$ cat config.mk
export PLATFORM = sky130hd
export DESIGN_NAME = ptb_cell
export DESIGN_NICKNAME = d
export VERILOG_FILES = /design/src/hdl/ptb_pkg.sv /design/src/hdl/ptb_cell.sv
export SDC_FILE = /design/constraint.sdc
export NUM_CORES = 1
export LEC_CHECK = 0
export ABC_AREA = 1
export BUFFER_PORTS_ARGS = -buffer_cell sky130_fd_sc_hd__buf_2
export CORE_ASPECT_RATIO = 1.2
export CORE_UTILIZATION = 25
export DETAILED_ROUTE_END_ITERATION = 16
export GPL_TIMING_DRIVEN = 0
export PLACE_DENSITY_LB_ADDON = 0.2
export SYNTH_ARGS = -nofsm -noshare
export SYNTH_HDL_FRONTEND = slang
export SYNTH_SLANG_ARGS = --single-unit
$ cat constraint.sdc
create_clock -name clk -period 4.5 [get_ports clk]
set_input_delay 0.675 -clock clk [delete_from_list [all_inputs] [get_ports clk]]
set_output_delay 0.675 -clock clk [all_outputs]
set_load 0.01 [all_outputs]
$ cat src/hdl/ptb_pkg.sv
// ----------------------------------------------------------------------------
// Periodic timer bank package
// Shared constants, operation codes and the structures between the
// controller and the timer cells.
// ----------------------------------------------------------------------------
package ptb_pkg;

  localparam int TIMER_COUNT = 32;
  localparam int TICK_WIDTH  = 32;
  localparam int IDX_W       = $clog2(TIMER_COUNT);
  localparam int SIG_W       = 7;

  typedef enum logic [2:0] {
    OP_TICK   = 3'd0,
    OP_CREATE = 3'd1,
    OP_SET    = 3'd2,
    OP_GET    = 3'd3,
    OP_DELETE = 3'd4
  } op_t;

  localparam logic [1:0] ST_OK       = 2'd0;
  localparam logic [1:0] ST_INVALID  = 2'd1;
  localparam logic [1:0] ST_NO_SLOT  = 2'd2;

  localparam logic [1:0] NOTIFY_GIVEN = 2'd0;
  localparam logic [1:0] NOTIFY_NONE  = 2'd1;

  localparam logic       CFG_DEFAULT_SIGNAL = 1'b0;
  localparam logic       CFG_HIGHEST_SIGNAL = 1'b1;

  typedef struct packed {
    logic                  scan;
    logic                  shift;
    logic                  create;
    logic                  set;
    logic                  del;
    logic [SIG_W-1:0]      sig;
    logic [TICK_WIDTH-1:0] rem;
    logic [TICK_WIDTH-1:0] per;
  } cell_ctl_t;

  typedef struct packed {
    logic                  used;
    logic                  emit;
    logic                  tok;
    logic [SIG_W-1:0]      sig;
    logic [TICK_WIDTH-1:0] rem;
    logic [TICK_WIDTH-1:0] per;
  } cell_stat_t;

endpackage

$ cat src/hdl/ptb_cell.sv
// ----------------------------------------------------------------------------
// Periodic timer bank cell
// Holds one timer slot and passes the scan token on to its neighbour.
// ----------------------------------------------------------------------------
module ptb_cell (
  input  logic               clk,
  input  logic               rst_n,
  input  logic               tok_in,
  input  logic               sel,
  input  ptb_pkg::cell_ctl_t ctl,
  output ptb_pkg::cell_stat_t stat
);
  import ptb_pkg::*;

  logic                  used_r, used_nxt;
  logic                  tok_r, tok_nxt;
  logic [SIG_W-1:0]      sig_r, sig_nxt;
  logic [TICK_WIDTH-1:0] rem_r, rem_nxt;
  logic [TICK_WIDTH-1:0] per_r, per_nxt;

  always_comb begin
    used_nxt = used_r;
    tok_nxt  = tok_r;
    sig_nxt  = sig_r;
    rem_nxt  = rem_r;
    per_nxt  = per_r;
    if (ctl.shift) begin
      tok_nxt = tok_in;
    end
    if (ctl.scan && ctl.shift && tok_r && used_r && (rem_r != '0)) begin
      if (rem_r == TICK_WIDTH'(1)) begin
        rem_nxt = per_r;
      end else begin
        rem_nxt = rem_r - TICK_WIDTH'(1);
      end
    end
    if (sel && ctl.create) begin
      used_nxt = 1'b1;
      sig_nxt  = ctl.sig;
      rem_nxt  = '0;
      per_nxt  = '0;
    end
    if (sel && ctl.set) begin
      rem_nxt = ctl.rem;
      per_nxt = ctl.per;
    end
    if (sel && ctl.del) begin
      used_nxt = 1'b0;
    end
  end

  always_ff @(posedge clk) begin
    if (!rst_n) begin
      used_r <= 1'b0;
      tok_r  <= 1'b0;
    end else begin
      used_r <= used_nxt;
      tok_r  <= tok_nxt;
    end
    sig_r <= sig_nxt;
    rem_r <= rem_nxt;
    per_r <= per_nxt;
  end

  always_comb begin
    stat.used = used_r;
    stat.emit = used_r && (rem_r == TICK_WIDTH'(1)) && (sig_r != '0);
    stat.tok  = tok_r;
    stat.sig  = sig_r;
    stat.rem  = rem_r;
    stat.per  = per_r;
  end

endmodule

After elaboration in Yosys (flattened, before gate mapping):

Cells that the tools add are included.

* input port bits: 80
* output and inout port bits: 74
* bits in registers: 73
* word-level logic and storage cells: 28

* $add $sub $neg: 1
* muxes and demuxes: 6
* equality and inequality tests: 1
* reductions and logical operators: 14
* bitwise logic cells: 1

Operators by type and width (number)
* two-way mux 32 bit: 6
* equality test 32 x 1 -> 1 bit (second input constant): 1
* nonzero test 32 bit: 1
* subtractor 32 x 1 -> 32 bit (second input constant): 1
* logical AND 1 bit: 9
* nonzero test 7 bit: 1
* nonzero test 3 bit: 1
* nonzero test 2 bit: 1
* OR reduction 2 bit: 1
* inverter 1 bit: 1

Depth between registers and ports, before layout:

* depth after elaboration: 7
* depth in mapped cells: 11
* gate-level depth less buffers: 10

Least setup slack after synthesis:

No wires, ideal clock.

* path kind: register -> register
* start point: register rem_r[4]
* end point: register rem_r[0], enable pin
* slack: 893 ps
* clock period less this slack: 3607 ps
* arrival time: 3142 ps
* stages on the path, launching flop included: 7
* path buffers: 0
* required time: 4034 ps
* library setup time: 466 ps
* cell sequence: edfxtp_1 nor2_2 nand2_1 nor2_1 nand2_2 nor3b_1 o21ai_0

* cells in the longest elaborated chain, start to end: 3

Ends and longest elaborated chain
* start, declared: RTL line ptb_cell.sv:18 `logic [TICK_WIDTH-1:0] rem_r, rem_nxt;`
* start signal, assigned: RTL line ptb_cell.sv:61 `rem_r <= rem_nxt;`
* nonzero test 32 bit: RTL line ptb_cell.sv:30 `if (ctl.scan && ctl.shift && tok_r && used_r && (rem_r != '0)) begin`
* logical AND 1 bit: RTL line ptb_cell.sv:30
* nonzero test 3 bit (no source line)

No other way between the ends.
A chain may end at the register's enable or synchronous reset.

==> metrics.md <==
| Metric | Value |
|---|---|
| Maxcap violations | 0 |
| Post-CTS Hold Buffers | 0 |
| Post-cts sizing count | 0 |
| Post-Layout Inst Area | 0.00579 mm2 |
| Final antenna diode count | 0 |
| Layout cell share with drive strength beyond 1 | 27.2% |
| Final net count | 832 |
| Critical Path AT | between 2 and 2.5 ns |
| Synth Instances | ~600 |
| Synthesized Nets | approximately 670 |
| CP Capture Point | stat[72] |
| Drc violations | 0 |
| Seq/Total Area, Yosys | roughly half |
| Vias in the first global route | just under 4000 |
| Crit path top cell by count | nor2_1 |
| Vias/cell | 4.16 |
| Number of synthesized flops with an enable pin | 71 |
| Dpl hpwl | 11400 um |
| Root buffer cell | clkbuf_16 |
| TritonCTS clock tree | built |
| GRT Total Usage | 16.0% |
| Cell Area, Synth | between 0.004 and 0.005 mm2 |
| P&R area growth vs syn | 30.0% |
| Peak Freq | 0.362 GHz |
| Count of input and output buffers | approximately 150 |
| Worst-path fanout max | 10 |
| Fin crit share | 61.3% |
| Launch point of the worst reg-to-reg path | rem_r[7] |
| Non-filler cells, final | 974 |
| Reg2reg path depth | 7 |
| Pre-CTS setup slack | 1.48 ns |
| Inserted Clock Buffers | 9 |
| P_leak | 2.92 nW |
| # setup viols final | 0 |
| DR pass1 iterations | 5 |
| Max VDD drop | 0.153 mV |
| Placer Congestion | 0.831 |
| Die Wd | 124 um |
| Clock sink total | 73 |
| Total power | 1.89 mW |
| Most frequent cells in the layout | nand2_1, buf_2, inv_1 |
| Status | finished clean |
| CP max stage delay | 0.50 ns |
| Row count | 53 |
| Final ANT Viol Nets | 0 |
| Die H | 148 um |
| Mapped Avg Cell Area | 7.63 um2 |
| Final WS setup | 1.74 ns |
| Crit Path Category | register to output port |
| Grt ovf | 0 |
| Commonest non-fill, non-tap cell in the layout | nand2_1 |
| Worst Skew | ~0.0095 ns |
| Via total after detailed routing | 4056 |
| Initial Utilization | 25.5% |
| Placed Instance Area | 0.00553 mm2 |
| Starting DRC count in detailed routing | around 220 |
| Critical-path cell list | nor2_1 > nand2_1 > nor2_1 > nand2_2 > nor2_4 > nand2_4 > buf_6 > a211oi_2 > buf_2 |
| I/O pin cnt | 154 |
| Setup bufs post-CTS | 0 |
| Synth Register Bits | 73 |
| Netlist cell types | 30 |
| Hold Crit Class | primary input to register |
| Slew at the pin closest to its max-slew limit | about 0.9 ns |
| Final slew viol count | 0 |
| PD cells | 326 mW/mm2 |
| Core Box Area | 0.0175 mm2 |
| Final Critical Period | approximately 2.8 ns |
| Routed WL | 14100 um |
| Worst rel slew slack | 40.8% |
| Die area | about 0.018 mm2 |
| Largest net degree at the start of global routing | 42 |
| Cells after DPL | about 960 |
| First-pass GRT wire length | 21400 um |
| Reg-to-reg endpoint | rem_r[26] |
| DR WL/cell | 14.5 um |
| Clk buf depth | 2 |
| CP max stage cell | edfxtp_1 |
| Main flop type after synthesis | edfxtp_1 |
| Initial antenna violation count | 0 |
| Worst-Skew Late Latency | 0.34 ns |
| Crit start category | register |
| CP Capture Type | output port |
| CP Data Required Time | 3.83 ns |
| Htree depth | 3 |
| R2R Setup Slk | 2.38 ns |
| Yosys warns | 0 |
| CP startpoint | rem_r[7] |
| Fillers | 2001 |
| Reg clk slew, reported paths | approximately 0.060 ns |
| Final Hold Fails | 0 |
| Async SR Flop Fraction | 0% |
| Unrepaired setup endpoints after global routing | false |
[worst min-delay path by stage]
stage / slack (ns) / end / start / cells past startpoint
6_report: 0.51 / used_r / ctl[71] / 2
2_1_floorplan: 0.52 / tok_r / tok_r / 2
4_1_cts: 0.50 / sig_r[3] / ctl[67] / 1
5_1_grt: 0.50 / sig_r[3] / ctl[67] / 1
3_5_place_dp: 0.55 / tok_r / tok_r / 2
3_3_place_gp: 0.55 / tok_r / tok_r / 2
[routing by layer]
layer	track usage, %	vias up	wire length [um]
met5	0	-	0
met4	6.67	0	276
met3	3.37	17	585
met2	27.3	95	7090
met1	19.4	1791	6120
li1	-	2153	-
[state kept, by name, indices dropped and copies added, names as in the netlist]
name	count
sig_r	7
per_r	32
rem_r	32
used_r	1
tok_r	1
[synth_stat cells (2+ instances only)]
cell | count | share of area, %
nand2_1 | 179 | 15
inv_1 | 105 | 8.8
nor2_1 | 84 | 7.1
edfxtp_1 | 71 | 48
nand3_1 | 48 | 5.4
a21oi_1 | 16 | 1.8
nand4_1 | 11 | 1.5
nor2_2 | 9 | 1.3
o21ai_0 | 9 | 1.0
xnor2_1 | 7 | 1.4
clkbuf_1 | 6 | 0.51
nand2_2 | 6 | 0.84
buf_6 | 5 | 1.3
nor2_4 | 5 | 1.3
buf_2 | 3 | 0.34
ha_1 | 3 | 0.84
buf_4 | 2 | 0.34
dfxtp_1 | 2 | 0.90
xor2_1 | 2 | 0.39
[logic make-up (layout without fill, tap and decap cells)]
group	count (synthesis)	count (layout)	synth area share (%)
DFF	73	73	48.7
AOI/OAI and AO/OA	28	28	3.37
and+or+nand+nor	349	349	33.9
xor gates and xnor gates	9	9	1.77
buffers and inverters	122	292	11.4
adders and majority gates	3	3	0.842
[where the power goes]
part           internal (mW)  switching (mW)
combinational          0.132           0.210
sequential             0.827          0.0593
clock                  0.369           0.292
total                   1.33           0.561
[worst max-delay path: cells and delay by family, from the launching register on]
kind                   cells  cell delay, ns
AOI/OAI and AO/OA          1            0.14
and+or+nand+nor            6            0.77
DFF                        1            0.50
buffers and inverters      2            0.34
[metrics by stage]
step / TNS, ns / hold slack [ns] / util, %
after global placement: -17.66 / 0.552 / 31.4
final: 0 / 0.509 / 33.1
after CTS: 0 / 0.495 / 33.1
after detailed placement: 0 / 0.551 / 31.6
after global routing: 0 / 0.496 / 33.1
after floorplan: 0 / 0.524 / -
[layout make-up]
type	instances	area (um2)	area share [%]
well taps	220	275	4.75
inverters	106	398	6.87
repair buffers	154	786	13.6
plain buffers	16	109	1.88
multi-input cells	389	1790	30.9
clock buffers	10	229	3.95
clock inverters	6	35.0	0.605
flip-flops and latches	73	2170	37.5
Note: power is estimated with default switching activity, not from simulation.
